===== config.mk =====
export PLATFORM = sky130hd
export DESIGN_NAME = yuyv_crop_to_rgb_core
export DESIGN_NICKNAME = d
export VERILOG_FILES = /design/src/hw/rtl/ycr_pkg.sv /design/src/hw/rtl/ycr_window.sv /design/src/hw/rtl/ycr_lane.sv /design/src/hw/rtl/ycr_merge.sv /design/src/hw/rtl/yuyv_crop_to_rgb_core.sv
export SDC_FILE = /design/constraint.sdc
export NUM_CORES = 2
export LEC_CHECK = 0
export CAP_MARGIN = 20
export CORE_MARGIN = 1.5
export CORE_UTILIZATION = 59
export DETAILED_ROUTE_END_ITERATION = 12
export DONT_BUFFER_PORTS = 1
export GPL_TIMING_DRIVEN = 0
export PLACE_DENSITY = 0.73
export SYNTH_ARGS = -nofsm -noshare
export SYNTH_HDL_FRONTEND = slang
export SYNTH_SLANG_ARGS = --single-unit

===== constraint.sdc =====
create_clock -name clock -period 15.3 [get_ports clock]
set_input_delay 4.59 -clock clock [delete_from_list [all_inputs] [get_ports clock]]
set_output_delay 4.59 -clock clock [all_outputs]
set_load 0.01 [all_outputs]

===== src/hw/rtl/ycr_pkg.sv =====
// ycr_pkg: shared types, constants and helpers of the yuyv crop to rgb converter
// no dependencies; imported by every module of the block

package ycr_pkg;

   typedef struct packed {
      logic [7:0] luma_first;
      logic [7:0] chroma_blue;
      logic [7:0] luma_second;
      logic [7:0] chroma_red;
      logic       frame_start;
   } req_word_type;

   typedef struct packed {
      logic [7:0] red_first;
      logic [7:0] green_first;
      logic [7:0] blue_first;
      logic [7:0] red_second;
      logic [7:0] green_second;
      logic [7:0] blue_second;
      logic       line_end;
      logic       frame_end;
   } rsp_word_type;

   typedef struct packed {
      logic [12:0] frame_width;
      logic [11:0] crop_left;
      logic [11:0] crop_top;
      logic [12:0] crop_width;
      logic [12:0] crop_height;
   } cfg_type;

   typedef struct packed {
      logic line_end;
      logic frame_end;
   } flags_type;

   typedef struct packed {
      logic s1;
      logic s2;
      logic s3;
   } stage_en_type;

   typedef struct packed {
      logic       sat;
      logic [7:0] q;
   } chan_type;

   typedef struct packed {
      chan_type red;
      chan_type green;
      chan_type blue;
   } pixel_type;

   typedef struct packed {
      logic        sat;
      logic [17:0] level;
   } clip_type;

   typedef enum logic [2:0] {
      REG_FRAME_WIDTH = 3'd0,
      REG_CROP_LEFT   = 3'd1,
      REG_CROP_TOP    = 3'd2,
      REG_CROP_WIDTH  = 3'd3,
      REG_CROP_HEIGHT = 3'd4
   } reg_index_type;

   localparam int ADDR_W = 5;

   localparam logic [12:0] RST_FRAME_WIDTH = 13'd640;
   localparam logic [11:0] RST_CROP_LEFT   = 12'd80;
   localparam logic [11:0] RST_CROP_TOP    = 12'd0;
   localparam logic [12:0] RST_CROP_WIDTH  = 13'd480;
   localparam logic [12:0] RST_CROP_HEIGHT = 13'd480;

   localparam logic signed [11:0] COEF_Y  = 12'sd1164;
   localparam logic signed [11:0] COEF_RV = 12'sd1596;
   localparam logic signed [11:0] COEF_GU = 12'sd392;
   localparam logic signed [11:0] COEF_GV = 12'sd813;
   localparam logic signed [11:0] COEF_BU = 12'sd2017;

   localparam logic signed [9:0]  LUMA_OFFSET   = 10'sd16;
   localparam logic signed [8:0]  CHROMA_OFFSET = 9'sd128;

   localparam logic signed [20:0] CLAMP_LOW = 21'sd999;
   localparam logic signed [20:0] SAT_LIMIT = 21'sd256000;

   // floor(c / 1000) == (c * RECIP) >> RECIP_SHIFT for c below 256000
   localparam logic [18:0] RECIP       = 19'd268436;
   localparam int          RECIP_SHIFT = 28;

   localparam logic [7:0] CHAN_MAX = 8'd255;

   function automatic clip_type clip_level(input logic signed [20:0] sum);
      clip_type c;
      c.sat = (sum >= SAT_LIMIT);
      if (sum < CLAMP_LOW) begin
         c.level = CLAMP_LOW[17:0];
      end else begin
         c.level = sum[17:0];
      end
      return c;
   endfunction

endpackage


===== src/hw/rtl/ycr_window.sv =====
// ycr_window: raster position counters and crop window decision per macropixel
// depends on ycr_pkg

module ycr_window #(
   parameter int MAX_FRAME_WIDTH  = 4096,
   parameter int MAX_FRAME_HEIGHT = 4096
) (
   input  logic              clock,
   input  logic              reset,
   input  logic              accept,
   input  logic              frame_start,
   input  ycr_pkg::cfg_type  cfg,
   output logic              kept,
   output ycr_pkg::flags_type flags
);
   import ycr_pkg::*;

   localparam int LINE_LIM = (MAX_FRAME_WIDTH / 2 > 2048) ? 2048 : MAX_FRAME_WIDTH / 2;
   localparam int COL_W    = $clog2(LINE_LIM);
   localparam int ROW_MAX  = ((MAX_FRAME_HEIGHT > 4096) ? 4096 : MAX_FRAME_HEIGHT) - 1;
   localparam int ROW_W    = $clog2(ROW_MAX + 1);

   logic [COL_W-1:0] column_ff, column_in;
   logic [ROW_W-1:0] row_ff, row_in;

   logic [COL_W-1:0] col_cur;
   logic [ROW_W-1:0] row_cur;
   logic [11:0]      half_width, per_line, col_wide, col_eff;
   logic             last_in_line;
   logic [13:0]      x, left, right, row_w, top, bottom;

   always_comb begin
      half_width = cfg.frame_width[12:1];
      if (half_width > 12'(LINE_LIM)) begin
         per_line = 12'(LINE_LIM);
      end else if (half_width == 12'd0) begin
         per_line = 12'd1;
      end else begin
         per_line = half_width;
      end

      col_cur  = frame_start ? '0 : column_ff;
      row_cur  = frame_start ? '0 : row_ff;
      col_wide = 12'(col_cur);
      col_eff  = (col_wide >= per_line) ? per_line - 12'd1 : col_wide;
      last_in_line = (col_eff == per_line - 12'd1);

      x      = 14'({col_eff, 1'b0});
      left   = 14'({cfg.crop_left[11:1], 1'b0});
      right  = left + 14'({cfg.crop_width[12:1], 1'b0});
      row_w  = 14'(row_cur);
      top    = 14'(cfg.crop_top);
      bottom = top + 14'(cfg.crop_height);

      kept = (row_w >= top) && (row_w < bottom) && (x >= left) && (x + 14'd2 <= right);
      flags.line_end  = (x + 14'd2 == right) || last_in_line;
      flags.frame_end = flags.line_end && (row_w == bottom - 14'd1);

      column_in = column_ff;
      row_in    = row_ff;
      if (accept) begin
         if (last_in_line) begin
            column_in = '0;
            row_in    = (row_cur < ROW_W'(ROW_MAX)) ? row_cur + 1'b1 : row_cur;
         end else begin
            column_in = COL_W'(col_eff + 12'd1);
            row_in    = row_cur;
         end
      end
   end

   always_ff @(posedge clock) begin
      if (reset) begin
         column_ff <= '0;
         row_ff    <= '0;
      end else begin
         column_ff <= column_in;
         row_ff    <= row_in;
      end
   end

endmodule


===== src/hw/rtl/ycr_lane.sv =====
// ycr_lane: three-stage ycbcr to rgb conversion of one pixel
// depends on ycr_pkg

module ycr_lane (
   input  logic                  clock,
   input  ycr_pkg::stage_en_type en,
   input  logic [7:0]            luma,
   input  logic [7:0]            chroma_blue,
   input  logic [7:0]            chroma_red,
   output ycr_pkg::pixel_type    pixel
);
   import ycr_pkg::*;

   logic signed [9:0]  y_s;
   logic signed [8:0]  u_s, v_s;
   logic signed [20:0] py_ff, pvr_ff, pug_ff, pvg_ff, pub_ff;
   logic signed [20:0] py_in, pvr_in, pug_in, pvg_in, pub_in;
   logic signed [20:0] sum_r, sum_g, sum_b;
   clip_type           clip_ff [3];
   clip_type           clip_in [3];
   logic [36:0]        recip [3];
   logic [7:0]         q_ff [3];
   logic               sat_ff [3];

   always_comb begin
      y_s = $signed({2'b00, luma}) - LUMA_OFFSET;
      u_s = $signed({1'b0, chroma_blue}) - CHROMA_OFFSET;
      v_s = $signed({1'b0, chroma_red}) - CHROMA_OFFSET;
      py_in  = 21'(y_s * COEF_Y);
      pvr_in = 21'(v_s * COEF_RV);
      pug_in = 21'(u_s * COEF_GU);
      pvg_in = 21'(v_s * COEF_GV);
      pub_in = 21'(u_s * COEF_BU);

      sum_r = py_ff + pvr_ff;
      sum_g = py_ff - pug_ff - pvg_ff;
      sum_b = py_ff + pub_ff;
      clip_in[0] = clip_level(sum_r);
      clip_in[1] = clip_level(sum_g);
      clip_in[2] = clip_level(sum_b);

      for (int i = 0; i < 3; i++) begin
         recip[i] = 37'(clip_ff[i].level) * 37'(RECIP);
      end
   end

   always_ff @(posedge clock) begin
      if (en.s1) begin
         py_ff  <= py_in;
         pvr_ff <= pvr_in;
         pug_ff <= pug_in;
         pvg_ff <= pvg_in;
         pub_ff <= pub_in;
      end
      if (en.s2) begin
         for (int i = 0; i < 3; i++) begin
            clip_ff[i] <= clip_in[i];
         end
      end
      if (en.s3) begin
         for (int i = 0; i < 3; i++) begin
            q_ff[i]   <= recip[i][RECIP_SHIFT +: 8];
            sat_ff[i] <= clip_ff[i].sat;
         end
      end
   end

   assign pixel.red   = '{sat: sat_ff[0], q: q_ff[0]};
   assign pixel.green = '{sat: sat_ff[1], q: q_ff[1]};
   assign pixel.blue  = '{sat: sat_ff[2], q: q_ff[2]};

endmodule


===== src/hw/rtl/ycr_merge.sv =====
// ycr_merge: joins both lanes and the window flags into the output word register
// depends on ycr_pkg

module ycr_merge (
   input  logic                   clock,
   input  logic                   reset,
   input  logic                   valid_in,
   input  ycr_pkg::flags_type     flags,
   input  ycr_pkg::pixel_type     pixel_first,
   input  ycr_pkg::pixel_type     pixel_second,
   input  logic                   rsp_stall,
   output logic                   ready,
   output logic                   rsp_valid,
   output ycr_pkg::rsp_word_type  rsp_data
);
   import ycr_pkg::*;

   logic         rsp_valid_ff, rsp_valid_in;
   rsp_word_type rsp_data_ff, rsp_data_in;

   function automatic logic [7:0] chan_byte(input chan_type c);
      return c.sat ? CHAN_MAX : c.q;
   endfunction

   always_comb begin
      ready        = !rsp_valid_ff || !rsp_stall;
      rsp_valid_in = ready ? valid_in : rsp_valid_ff;
      rsp_data_in.red_first    = chan_byte(pixel_first.red);
      rsp_data_in.green_first  = chan_byte(pixel_first.green);
      rsp_data_in.blue_first   = chan_byte(pixel_first.blue);
      rsp_data_in.red_second   = chan_byte(pixel_second.red);
      rsp_data_in.green_second = chan_byte(pixel_second.green);
      rsp_data_in.blue_second  = chan_byte(pixel_second.blue);
      rsp_data_in.line_end     = flags.line_end;
      rsp_data_in.frame_end    = flags.frame_end;
   end

   always_ff @(posedge clock) begin
      if (reset) begin
         rsp_valid_ff <= 1'b0;
      end else begin
         rsp_valid_ff <= rsp_valid_in;
      end
   end

   always_ff @(posedge clock) begin
      if (ready) begin
         rsp_data_ff <= rsp_data_in;
      end
   end

   assign rsp_valid = rsp_valid_ff;
   assign rsp_data  = rsp_data_ff;

endmodule


===== src/hw/rtl/yuyv_crop_to_rgb_core.sv =====
// yuyv_crop_to_rgb_core: top level, config registers, window, two pixel lanes and merge
// depends on ycr_pkg, ycr_window, ycr_lane, ycr_merge

// Takes one YUYV macropixel per clock and returns two RGB pixels per macropixel that falls
// inside the crop window; macropixels outside the window are consumed and give no word.
// A kept macropixel passes three conversion stages, run in step by both pixel lanes, and then
// the output register that drives rsp_valid. Sustained rate is 1 macropixel per clock;
// req_stall rises only when every stage holds a word and the output is stalled.
// Crop and frame width registers are written over the APB port; the user must write them
// only while the stream is idle, which the block itself does not enforce.

module yuyv_crop_to_rgb_core #(
   parameter int MAX_FRAME_WIDTH  = 4096,
   parameter int MAX_FRAME_HEIGHT = 4096
) (
   input  logic                          clock,
   input  logic                          reset,
   input  logic                          req_valid,
   output logic                          req_stall,
   input  ycr_pkg::req_word_type         req_data,
   output logic                          rsp_valid,
   input  logic                          rsp_stall,
   output ycr_pkg::rsp_word_type         rsp_data,
   input  logic                          psel,
   input  logic                          penable,
   input  logic                          pwrite,
   input  logic [ycr_pkg::ADDR_W-1:0]    paddr,
   input  logic [31:0]                   pwdata,
   output logic [31:0]                   prdata,
   output logic                          pready
);
   import ycr_pkg::*;

   cfg_type       cfg_ff, cfg_in;
   reg_index_type reg_index;
   logic          cfg_write;

   logic          accept, kept;
   flags_type     win_flags;
   logic          v1_ff, v2_ff, v3_ff, v1_in, v2_in, v3_in;
   flags_type     flags1_ff, flags2_ff, flags3_ff;
   logic          adv0, adv1, adv2, merge_ready;
   stage_en_type  en;
   pixel_type     pixel_first, pixel_second;

   assign pready    = 1'b1;
   assign reg_index = reg_index_type'(paddr[ADDR_W-1:2]);
   assign cfg_write = psel && penable && pwrite && pready;

   always_comb begin
      cfg_in = cfg_ff;
      if (cfg_write) begin
         case (reg_index)
            REG_FRAME_WIDTH: cfg_in.frame_width = pwdata[12:0];
            REG_CROP_LEFT:   cfg_in.crop_left   = pwdata[11:0];
            REG_CROP_TOP:    cfg_in.crop_top    = pwdata[11:0];
            REG_CROP_WIDTH:  cfg_in.crop_width  = pwdata[12:0];
            REG_CROP_HEIGHT: cfg_in.crop_height = pwdata[12:0];
            default:         cfg_in = cfg_ff;
         endcase
      end
      case (reg_index)
         REG_FRAME_WIDTH: prdata = 32'(cfg_ff.frame_width);
         REG_CROP_LEFT:   prdata = 32'(cfg_ff.crop_left);
         REG_CROP_TOP:    prdata = 32'(cfg_ff.crop_top);
         REG_CROP_WIDTH:  prdata = 32'(cfg_ff.crop_width);
         REG_CROP_HEIGHT: prdata = 32'(cfg_ff.crop_height);
         default:         prdata = 32'd0;
      endcase
   end

   always_ff @(posedge clock) begin
      if (reset) begin
         cfg_ff.frame_width <= RST_FRAME_WIDTH;
         cfg_ff.crop_left   <= RST_CROP_LEFT;
         cfg_ff.crop_top    <= RST_CROP_TOP;
         cfg_ff.crop_width  <= RST_CROP_WIDTH;
         cfg_ff.crop_height <= RST_CROP_HEIGHT;
      end else begin
         cfg_ff <= cfg_in;
      end
   end

   // stage advance chain, each stage moves when the next one is empty or moving
   always_comb begin
      adv2 = !v3_ff || merge_ready;
      adv1 = !v2_ff || adv2;
      adv0 = !v1_ff || adv1;
      en   = '{s1: adv0, s2: adv1, s3: adv2};
      req_stall = !adv0;
      accept    = req_valid && !req_stall;
      v1_in = adv0 ? accept && kept : v1_ff;
      v2_in = adv1 ? v1_ff : v2_ff;
      v3_in = adv2 ? v2_ff : v3_ff;
   end

   always_ff @(posedge clock) begin
      if (reset) begin
         v1_ff <= 1'b0;
         v2_ff <= 1'b0;
         v3_ff <= 1'b0;
      end else begin
         v1_ff <= v1_in;
         v2_ff <= v2_in;
         v3_ff <= v3_in;
      end
   end

   always_ff @(posedge clock) begin
      if (adv0) begin
         flags1_ff <= win_flags;
      end
      if (adv1) begin
         flags2_ff <= flags1_ff;
      end
      if (adv2) begin
         flags3_ff <= flags2_ff;
      end
   end

   ycr_window #(
      .MAX_FRAME_WIDTH  (MAX_FRAME_WIDTH),
      .MAX_FRAME_HEIGHT (MAX_FRAME_HEIGHT)
   ) u_window (
      .clock       (clock),
      .reset       (reset),
      .accept      (accept),
      .frame_start (req_data.frame_start),
      .cfg         (cfg_ff),
      .kept        (kept),
      .flags       (win_flags)
   );

   ycr_lane u_lane_first (
      .clock       (clock),
      .en          (en),
      .luma        (req_data.luma_first),
      .chroma_blue (req_data.chroma_blue),
      .chroma_red  (req_data.chroma_red),
      .pixel       (pixel_first)
   );

   ycr_lane u_lane_second (
      .clock       (clock),
      .en          (en),
      .luma        (req_data.luma_second),
      .chroma_blue (req_data.chroma_blue),
      .chroma_red  (req_data.chroma_red),
      .pixel       (pixel_second)
   );

   ycr_merge u_merge (
      .clock        (clock),
      .reset        (reset),
      .valid_in     (v3_ff),
      .flags        (flags3_ff),
      .pixel_first  (pixel_first),
      .pixel_second (pixel_second),
      .rsp_stall    (rsp_stall),
      .ready        (merge_ready),
      .rsp_valid    (rsp_valid),
      .rsp_data     (rsp_data)
   );

   a_frame_end_on_line_end: assert property (@(posedge clock) disable iff (reset)
      rsp_valid |-> (!rsp_data.frame_end || rsp_data.line_end))
      else $error("frame_end without line_end");

   a_stall_only_when_full: assert property (@(posedge clock) disable iff (reset)
      req_stall |-> (v1_ff && v2_ff && v3_ff && rsp_valid))
      else $error("input stalled with an empty stage");

   a_output_drains: assert property (@(posedge clock) disable iff (reset)
      (rsp_valid && !rsp_stall && !v3_ff) |=> !rsp_valid)
      else $error("output word repeated");

endmodule


==> run metrics <==
worst-margin pin slew 1.03 ns; Clock Latency Late Sink approximately 0.66 ns; Net count, final 7,321; critical path endpoint category flip-flop; CP dominant cell by count clkbuf_1; Finish-stage setup viols 0; H-tree depth 2; post-placement setup slack 3.22 ns; TritonCTS clock tree built; RSZ-0062 raised after global routing no; hold crit path type reg -> reg; total grt overflow 0; first-pass GRT wire length ~190 mm; Layout area overhead 6.41%; commonest non-fill, non-tap cell in the layout ha_1; most frequent cells in the layout ha_1, inv_1, fa_1; Die Span X between 300 and 400 µm; WP data required between 15 and 20 ns; Final Cycle Share 76.0%; Maximum Capacitance Violations 0; vias per std cell between 5 and 6; Cell Area, Synth 54,000 µm²; drt drc 0; clock skew about 0.05 ns; CP delay by family, top buffers and inverters; post-synth top area share a little under a third; share of post-route cells with drive strength above 1 under 10%; diodes inserted 0; Global Route Usage Sum between 20% and 30%; Post-DP Area approximately 56,000 µm²; total detailed-routing wirelength approximately 120 mm; fin crit period approximately 12 ns; Starting Density ~60%; row count 110; Largest stage delay, worst path about 0.80 ns; Worst Setup Start Kind input port; number of library cell types mapped by synthesis 97; Arrival @ worst endpoint 11.94 ns; WL/cell approximately 18 µm; clock sink count 421; Ports between 150 and 200; die area just over 90,000 µm²; worst rel slew slack 31.1%; die height slightly above 300 µm; YS warnings 0; synthesized instance count between 5,000 and 6,000; status finished, final reports clean; Peak Freq between 80 and 90 MHz; CTS-repair resized insts 0; maximum root-to-sink buffer count 3; Root Driver clkbuf_16; count of input and output buffers 0; post-synthesis sequential area ratio a little over a fifth; FFs w/ async S/R, synth 0%; Fin. Hold Viols 0; Antenna Nets Post-Route 0; area leader, netlist ha_1; Final GP Congestion between 0.9 and 1; CP Max Fanout 10; cts-stage hold buffer count 0; synth top area cells ha_1, edfxtp_1, fa_1; Worst Slack Setup Final roughly 3.7 ns; Max Slew Vio Count 0; initial antenna violation count 1; FILL cells between 7,000 and 8,000; slowest CP cell a2111oi_0; setup_tns 0 ns; hold slack 0.423 ns; clock slew at reported path FFs approximately 0.060 ns; largest net degree at the start of global routing 77; dpl hpwl about 99 mm; Post-synth EDFFs roughly 330; First-pass DRT Iterations 5; Setup CP Type in -> reg; vias in the first global route 38,161; core area 90,400 µm²; top_reg_cell synth edfxtp_1; final instance area ~58,000 µm²; Setup Fix Bufs, Post-CTS 0; Buf+Inv Stages, Crit Path 8; Via Count ~38,000; synthesized flop and latch total around 420; Avg Cell Area, Syn about 10 µm²; Detailed Route Iter0 Violations between 2,000 and 2,500; total CTS buffers 50
-- cell usage after synthesis (11+ instances only) --
cell / count
or3_1: 29
or4_1: 16
clkbuf_1: 48
buf_4: 21
a211oi_1: 23
nand2b_1: 67
mux2i_1: 53
and3_1: 21
o31ai_1: 16
o21a_1: 56
nand4_1: 26
dfxtp_1: 90
o211ai_1: 21
a2111oi_0: 17
nand3b_1: 17
a21oi_1: 236
o22ai_1: 20
and2_1: 24
or2_2: 66
fa_1: 394
nor4_1: 17
nand2_1: 245
ha_1: 1354
xor2_1: 86
nand3_1: 73
a21o_1: 73
o41ai_1: 11
xnor2_1: 161
edfxtp_1: 331
o2111ai_1: 17
a31oi_1: 25
nor2b_1: 64
o21bai_1: 31
nor2_1: 262
inv_1: 1020
nor3_1: 86
o21ai_0: 125
-- layout make-up --
type                       count  area, µm²  share of cell area (%)
sequential                   421      11700                    20.4
clock buffer                  59       1350                    2.34
inverter                    1020       3830                    6.66
multi-input combinational   3919      38200                    66.4
buffer                        78        387                   0.672
tap                         1176       1470                    2.56
clock inverter                32        428                   0.744
timing repair buffer           6        128                   0.222
-- path summary, 6_finish.rpt --
path                      from            to  slack, ns  cells after the start
hold / removal    flags1_ff[1]  flags2_ff[1]       0.42                      0
setup reg to reg    cfg_ff[54]  flags1_ff[0]       7.58                     22
setup / recovery   req_data[0]  flags1_ff[0]       3.67                     25
hold reg to reg   flags1_ff[1]  flags2_ff[1]       0.42                      0
-- kinds of logic (layout without fill, tap and decap cells) --
family | count (synthesis) | after routing | share of synthesized area [%]
flops | 421 | 421 | 21.7
fa+ha+maj | 1748 | 1748 | 45.9
xor+xnor | 247 | 247 | 4.00
other cells | 2 | 21 | 0.0139
mux | 55 | 55 | 1.03
compound gates | 790 | 790 | 9.69
buf+inv | 1098 | 1195 | 7.80
simple gates | 1058 | 1058 | 9.80
-- state kept, by name (all words and copies together), names as in the netlist, 2 cells and up --
signal,cells
u_lane_second.py_ff,19
u_lane_second.q_ff,24
cfg_ff,63
u_lane_first.pvr_ff,18
u_merge.rsp_data,50
u_lane_first.q_ff,24
u_window.row_ff,12
u_lane_first.clip_ff,56
u_lane_first.pub_ff,21
u_lane_first.sat_ff,3
flags1_ff,2
u_lane_first.py_ff,19
flags2_ff,2
u_lane_first.pvg_ff,20
u_lane_second.sat_ff,3
flags3_ff,2
u_lane_second.pug_ff,12
u_window.column_ff,11
u_lane_second.clip_ff,56
-- routing by layer --
layer  global-route usage [%]  part of all wire [%]
met1                     34.8                    46
met2                     43.2                    46
met3                     3.65                   5.3
met4                     7.61                   3.2
met5                        0                     0
-- stage by stage --
step,util (%),std cells
2_1_floorplan,-,5438
3_3_place_gp,61.5,6614
3_5_place_dp,61.6,6619
4_1_cts,63.6,6710
5_1_grt,63.6,6711
6_report,63.6,6711
Power is left out: the tool's default activity adds up to more than one toggle a clock period on the data nets, which glitch-free logic cannot reach.
